===== config.mk =====
export PLATFORM = sky130hd
export DESIGN_NAME = rgce_ctrl
export DESIGN_NICKNAME = d
export VERILOG_FILES = /design/src/design/rgce_pkg.sv /design/src/design/rgce_ctrl.sv
export SDC_FILE = /design/constraint.sdc
export NUM_CORES = 1
export LEC_CHECK = 0
export BUFFER_PORTS_ARGS = -buffer_cell sky130_fd_sc_hd__buf_2
export CELL_PAD_IN_SITES_DETAIL_PLACEMENT = 1
export CELL_PAD_IN_SITES_GLOBAL_PLACEMENT = 1
export CORE_MARGIN = 2
export CORE_UTILIZATION = 34
export DETAILED_ROUTE_END_ITERATION = 10
export HOLD_SLACK_MARGIN = 0.05
export PLACE_DENSITY_LB_ADDON = 0.1
export SLEW_MARGIN = 20
export SYNTH_ARGS = -nofsm -noshare
export SYNTH_HDL_FRONTEND = slang
export SYNTH_SLANG_ARGS = --single-unit

===== constraint.sdc =====
create_clock -name clk -period 1.7 [get_ports clk]
set_input_delay 0.085 -clock clk [delete_from_list [all_inputs] [get_ports clk]]
set_output_delay 0.085 -clock clk [all_outputs]
set_load 0.05 [all_outputs]

===== src/design/rgce_pkg.sv =====
// ----------------------------------------------------------------------------
// rgce_pkg
// types, codes and helpers shared by the reversible gate circuit evaluator
// ----------------------------------------------------------------------------
`default_nettype none

package rgce_pkg;

  localparam int WireCount    = 128;
  localparam int HalfWidth    = 64;
  localparam int WireIdxWidth = 7;
  localparam int GateWidth    = 3 * WireIdxWidth;
  localparam int StartWidth   = 8;
  localparam int CountWidth   = 8;
  localparam int ChunkBits    = 8;
  localparam int ChunkCount   = WireCount / ChunkBits;
  localparam int ChunkIdxWidth = $clog2(ChunkCount);
  localparam logic [StartWidth-1:0] StartReset = 8'd78;

  typedef enum logic [1:0] {
    OP_CLEAR   = 2'd0,
    OP_APPEND  = 2'd1,
    OP_REVERSE = 2'd2,
    OP_FORWARD = 2'd3
  } opcode_t;

  typedef enum logic [2:0] {
    ST_IDLE,
    ST_PRIME,
    ST_APPLY,
    ST_COUNT_INIT,
    ST_COUNT,
    ST_DONE
  } state_t;

  typedef struct packed {
    logic accept;
    logic fetch;
    logic apply;
    logic count_init;
    logic count_step;
    logic emit;
  } dp_cmd_t;

  typedef struct packed {
    logic total_zero;
    logic last;
  } dp_status_t;

  function automatic logic [3:0] popcount8(input logic [ChunkBits-1:0] v);
    logic [3:0] n;
    n = '0;
    for (int i = 0; i < ChunkBits; i++) begin
      n = n + {3'd0, v[i]};
    end
    return n;
  endfunction

endpackage

`default_nettype wire


===== src/design/rgce_ctrl.sv =====
// ----------------------------------------------------------------------------
// rgce_ctrl
// sequencer: item decode, gate walk, chunked popcount and result handoff
// ----------------------------------------------------------------------------
`default_nettype none

module rgce_ctrl import rgce_pkg::*; (
  input  wire logic       clk,
  input  wire logic       rst,
  input  wire logic       item_valid,
  input  wire logic [1:0] item_opcode,
  output logic            item_ready,
  output logic            result_valid,
  input  wire logic       result_ready,
  input  wire dp_status_t status,
  output dp_cmd_t         cmd,
  output state_t          state
);

  state_t                   state_next;
  logic [ChunkIdxWidth-1:0] chunk_idx;
  logic [ChunkIdxWidth-1:0] chunk_idx_next;
  logic                     result_valid_next;
  opcode_t                  op;

  assign op = opcode_t'(item_opcode);

  always_ff @(posedge clk) begin
    if (rst) begin
      state        <= ST_IDLE;
      chunk_idx    <= '0;
      result_valid <= 1'b0;
    end else begin
      state        <= state_next;
      chunk_idx    <= chunk_idx_next;
      result_valid <= result_valid_next;
    end
  end

  always_comb begin
    state_next     = state;
    chunk_idx_next = chunk_idx;
    item_ready     = 1'b0;
    cmd            = '0;
    case (state)
      ST_IDLE: begin
        item_ready = 1'b1;
        if (item_valid) begin
          cmd.accept = 1'b1;
          if (op inside {OP_CLEAR, OP_APPEND}) begin
            state_next = ST_DONE;
          end else if (status.total_zero) begin
            state_next = ST_COUNT_INIT;
          end else begin
            state_next = ST_PRIME;
          end
        end
      end
      ST_PRIME: begin
        cmd.fetch  = 1'b1;
        state_next = ST_APPLY;
      end
      ST_APPLY: begin
        cmd.apply = 1'b1;
        if (status.last) begin
          state_next = ST_COUNT_INIT;
        end else begin
          cmd.fetch = 1'b1;
        end
      end
      ST_COUNT_INIT: begin
        cmd.count_init = 1'b1;
        chunk_idx_next = '0;
        state_next     = ST_COUNT;
      end
      ST_COUNT: begin
        cmd.count_step = 1'b1;
        chunk_idx_next = chunk_idx + 1'b1;
        if (chunk_idx == ChunkIdxWidth'(ChunkCount - 1)) begin
          state_next = ST_DONE;
        end
      end
      ST_DONE: begin
        if (!result_valid || result_ready) begin
          cmd.emit   = 1'b1;
          state_next = ST_IDLE;
        end
      end
      default: begin
        state_next = ST_IDLE;
      end
    endcase
  end

  always_comb begin
    if (cmd.emit) begin
      result_valid_next = 1'b1;
    end else if (result_ready) begin
      result_valid_next = 1'b0;
    end else begin
      result_valid_next = result_valid;
    end
  end

endmodule

`default_nettype wire


# [After elaboration in Yosys (flattened, before gate mapping)]
# Index checks and enable logic that the tools add are counted.
[word_totals] register_bits=8 output_inout_bits=11
[classes] n_eq_ne=11 reduce_logical=8 muxes=20 n_addsub=1
[ops] cell="3-bit case mux with 6 select lines" n=1
[ops] cell="3-bit 2-to-1 mux" n=5
[ops] cell="1-bit 2-to-1 mux" n=11
[ops] cell="2-bit != test (second input constant)" n=4
[ops] cell="4-bit case mux with 2 select lines" n=1
[ops] cell="3-bit by 2-bit == test with 1-bit output (second input constant)" n=2
[ops] cell="3-bit == test (second input constant)" n=2
[ops] cell="2-bit nonzero test" n=3
[ops] cell="4-bit by 1-bit adder with 4-bit output (second input constant)" n=1
[ops] cell="4-bit == test (second input constant)" n=1
[ops] cell="4-bit AND reduction" n=1
[ops] cell="3-bit by 1-bit == test with 1-bit output (second input constant)" n=1
[ops] cell="3-bit logical NOT" n=1
[ops] cell="2-bit by 1-bit == test with 1-bit output (second input constant)" n=1
[ops] cell="2-bit logical NOT" n=1
[ops] cell="2-bit 2-to-1 mux" n=1
[ops] cell="1-bit case mux with 2 select lines" n=1
[ops] cell="1-bit logical NOT" n=1
[ops] cell="1-bit logical OR" n=1

# [Depth between registers and ports, before layout]
[depth] word_depth=5 ltp_mapped=4 mapped_depth_nobuf=4

# [Worst setup path before layout]
# Ideal clock, no wire load.
[synth_path] kind="register to output" from="reg state[1]" to="out cmd[5] (netlist bit)" arrival_ps=2425 setup_slack_ps=-810 required_time_ps=1615 path_stages_with_launch=4 path_cell_list="dfxtp_1 -> buf_2 -> nor3_1 -> and2_1"
[synth_rtl] item="start: declaration" line_no="rgce_ctrl.sv:17" source="output state_t state"
[synth_rtl] item="start signal: assignment" line_no="rgce_ctrl.sv:34" source="state <= state_next;"
[synth_rtl] item="end: declaration" line_no="rgce_ctrl.sv:16" source="output dp_cmd_t cmd,"

==> run summary <==
The design draws 600 uW. The first global-routing pass estimated 1900 um of wire. The root buffer cell chosen for the clock tree is sky130_fd_sc_hd__clkbuf_4. The final critical path time including I/O delays and setup is 1.62 ns, and the length of the first detailed-routing pass in iterations is 2. The share of cells above drive strength 1 is 35.5%. The tools report the area of the multi-input gates as 294 um^2. Dividing the detail-routed via count by the number of cells gives 5.25.

Global routing finished with a remaining overflow of 0. The net count of the finished layout was 87; the width of the chip was 41.8 um. After synthesis, the share of cell area in mux cells is 6.17%. The worst hold margin is 0.102 ns.

The combinational family with the most area after synthesis was simple AND/OR/NAND/NOR gates. In this run the post-CTS setup repair buffer count came out at 0. In this run, the number of DRC markers left after iteration 0 of detailed routing was 5. Worst-case clock buffer depth: 2.

Clock transition at the register clock pins on the worst setup and hold paths after CTS: 0.06 ns. The slowest stage of the critical path is the sky130_fd_sc_hd__or3b_4 cell. STA classifies the critical path startpoint as a register.

Counting both buffers and inverters, the worst setup path holds a total of 2. The kind of path behind the tightest hold check was in -> reg. 19 I/O pins were placed. At the end of routability-driven placement, the weighted congestion stood at 0.716. The final period utilization was 95.5%. The pin slew with the least headroom to its limit works out to 0.436 ns. The run gives 0.00132 mm^2 as the core area. The kind of cell with the highest combined delay on the critical path is simple AND/OR/NAND/NOR gates. The area growth from synthesis to layout is 24.2%.

For this run, the top clock speed supported by timing is 616 MHz. TritonCTS built the clock tree. Counting every instance in the synthesized netlist gives 60. The cell depth of the worst hold path is 3. The highest cell delay on the worst timing path works out to 0.49 ns.

The run gives 13 as the number of standard-cell rows in the floorplan. The beginning of the worst hold path is status[1]. The total number of vias was 478; the count of buffers from port buffering was 17. The share of the synthesized area in compound gates (AO/OA/AOI/OAI) is 19.3%, and the leakage power is 0.000297 uW. In the final routed layout, each cell accounts on average for 12.6 um.

Traced cell by cell, the critical path runs through or3b_4 > clkinv_2 > buf_2. The number of buffers inserted during clock tree synthesis came out at 3. The tool flagged a number of max-cap violations equal to 0.

Combinational cells account for 38.2% of the total power. The count of warnings emitted by yosys was 0; the number of buffers inserted for hold repair after clock tree synthesis was 0. The tools report the worst slew margin relative to its limit as 70.9%. For the via count of the first global-routing pass, the log shows 422. For the filler cell count in the final layout, the log shows 184. After Yosys synthesis, XOR and XNOR cells account for 0% of the synthesized area. In this run the critical register-to-register path is launched from state[1]. In the final layout, flip-flops and latches occupy 160 um^2. The logs give 1.54 ns for the arrival time of data at the critical path endpoint and 24.1% for the clock power share. Counting every net in the synthesized netlist gives 69.

The global router's overall resource usage came out at 14.3%. In this run switching power makes up 41.4% of total power. Counting flops and latches in the post-synthesis netlist gives 8. HPWL after detailed placement: 877 um. The critical path in this run is classified as reg -> out. The reg-to-reg critical path endpoint is chunk_idx[3].

Depth of the worst register-to-register path: 4. Worst supply voltage drop on vdd: 0.549 mV. The total wirelength of the detailed-routed design was 1150 um; the latest clock arrival within the worst-skew pair was 0.25 ns. On the final layout, the worst clock skew is 0.00391 ns. OpenSTA, run right after detailed placement, puts the worst setup slack at 0.307 ns.

After Yosys synthesis, full adders, half adders and majority gates account for 2.57% of the synthesized area. For the clock net sink count, the log shows 8. The die covers 0.00175 mm^2.

In the routed design, unresolved DRC markers number 0. The tools report the initial core utilization as 36.9%. For hold timing, the worst endpoint is state[1].

From bottom edge to top edge, the die measures 41.8 um. In this run the worst path has a maximum fanout of 12. The logs give 352 uW for the internal power of the cells and 32.9% for the sequential-to-total area share from yosys stat. 0 antenna diodes ended up in the layout. Each instance of the synthesized netlist takes up on average 8.11 um^2.

The largest net degree at the start of global routing came out at 13. Setup repair after global routing left no endpoint under its margin. In this run, distinct cell masters in the synthesized netlist total 30.

The proportion of power drawn by flip-flops and latches is 37.8%, and the number of antenna violations at the first check in global routing is 0. Final-report hold violation count: 0. The synthesized cell area is 487 um^2. Once layout is complete, the utilization of the core stands at 45.9%. Once routing completed, OpenROAD measured the worst setup slack at 0.0763 ns.

For the worst setup path, the data required time is 1.62 ns. The residual antenna-violating net count after detailed routing came out at 0. Register-to-register setup slack: 0.30 ns. The number of H-tree levels came out at 1.

For this design the total switching power over the nets is 249 uW. For the final number of setup-violating endpoints, the log shows 0. STA classifies the critical path endpoint as an output pin. The post-cts repair resize count was 0; the synthesized-area fraction occupied by and/or/nand/nor cells was 30.3%. The run finished with clean final reports. The count of final max-slew check failures came out at 0.

Dividing total power by cell area gives a power density of 993 mW/mm^2.
-- final cells by class --
type	count	area share [%]
Multi-Input combinational cell	43	48.7
Sequential cell	8	26.5
Timing Repair Buffer	18	15.3
Clock buffer	3	3.73
Tap cell	15	3.11
Inverter	4	2.69
-- flip-flops by register name, summed over array words and instances (netlist names) --
signal        count
chunk_idx         4
result_valid      1
state             3
-- tightest hold or removal path: stages --
cell,delay [ns]
sky130_fd_sc_hd__buf_2,0.10
sky130_fd_sc_hd__o2111ai_1,0.06
sky130_fd_sc_hd__a21oi_1,0.07
-- worst max path at each step --
stage	start	endpoint	slack, ns	cells after the start
floorplan	state[1]	cmd[5]	-0.35	3
global placement	state[1]	chunk_idx[3]	0.33	4
detailed placement	state[1]	chunk_idx[3]	0.31	4
CTS	state[1]	cmd[1]	0.07	3
global route	state[1]	cmd[1]	0.005	3
finish	state[1]	cmd[1]	0.08	3
-- routing by layer --
metal | share of wire (%) | GRT usage [%] | wire length (um)
met2 | 42 | 18.1 | 480
met4 | 1.0 | 5.81 | 12
met3 | 6.4 | 6.96 | 74
met5 | 0 | 0 | 0
met1 | 51 | 20.1 | 583
-- synthesized netlist by cell type --
master,number,area (um^2)
sky130_fd_sc_hd__a211o_1,1,8.76
sky130_fd_sc_hd__a211oi_2,1,12.5
sky130_fd_sc_hd__a21oi_1,5,25.0
sky130_fd_sc_hd__a221o_1,1,10.0
sky130_fd_sc_hd__and2_1,1,6.26
sky130_fd_sc_hd__and3_1,1,6.26
sky130_fd_sc_hd__buf_1,1,3.75
sky130_fd_sc_hd__buf_2,3,15.0
sky130_fd_sc_hd__buf_4,1,7.51
sky130_fd_sc_hd__clkinv_2,1,5.00
sky130_fd_sc_hd__dfxtp_1,8,160
sky130_fd_sc_hd__ha_1,1,12.5
sky130_fd_sc_hd__inv_1,3,11.3
sky130_fd_sc_hd__mux2i_1,3,30.0
sky130_fd_sc_hd__nand2_1,3,11.3
sky130_fd_sc_hd__nand2b_1,3,18.8
sky130_fd_sc_hd__nand3_1,2,10.0
sky130_fd_sc_hd__nand3b_1,2,15.0
sky130_fd_sc_hd__nand4_1,2,12.5
sky130_fd_sc_hd__nor2_1,5,18.8
sky130_fd_sc_hd__nor2b_1,3,18.8
sky130_fd_sc_hd__nor3_1,1,5.00
sky130_fd_sc_hd__nor3b_1,1,7.51
sky130_fd_sc_hd__o2111ai_1,1,8.76
sky130_fd_sc_hd__o21a_1,1,7.51
sky130_fd_sc_hd__o21ai_0,1,5.00
sky130_fd_sc_hd__o22ai_1,1,6.26
sky130_fd_sc_hd__o32a_1,1,10.0
sky130_fd_sc_hd__or2_2,1,6.26
sky130_fd_sc_hd__or3b_4,1,11.3
-- cell families after synthesis --
family | after synthesis
AO/OA/AOI/OAI | 13
adder cells (fa/ha/maj) | 1
buffers and inverters | 9
flip-flops | 8
multiplexers | 3
AND/OR/NAND/NOR | 26
-- power by group through the flow --
stage	clock, uW	sequential [uW]	combinational (uW)
4_1_cts	153	227	232
3_3_place_gp	0	230	228
2_1_floorplan	0	244	168
5_1_grt	163	229	247
3_5_place_dp	0	231	231
6_report	144	227	229
-- layout by cell type, fill, tap and decap left out, drive strengths merged, types with 2 or more instances in the layout --
cell	count
clkbuf	3
nand2b	3
mux2i	3
dfxtp	8
nor2b	3
inv	3
nand3	2
buf	18
nand4	2
nor2	5
nand3b	2
nand2	3
a21oi	5
-- metrics by stage --
step	instance area [um^2]	setup TNS (ns)	instances
2_1_floorplan	497	-0.384	60
3_3_place_gp	582	0	88
3_5_place_dp	582	0	88
4_1_cts	604	0	91
5_1_grt	604	0	91
6_report	604	0	91
Power figures use the tool's default switching activity.
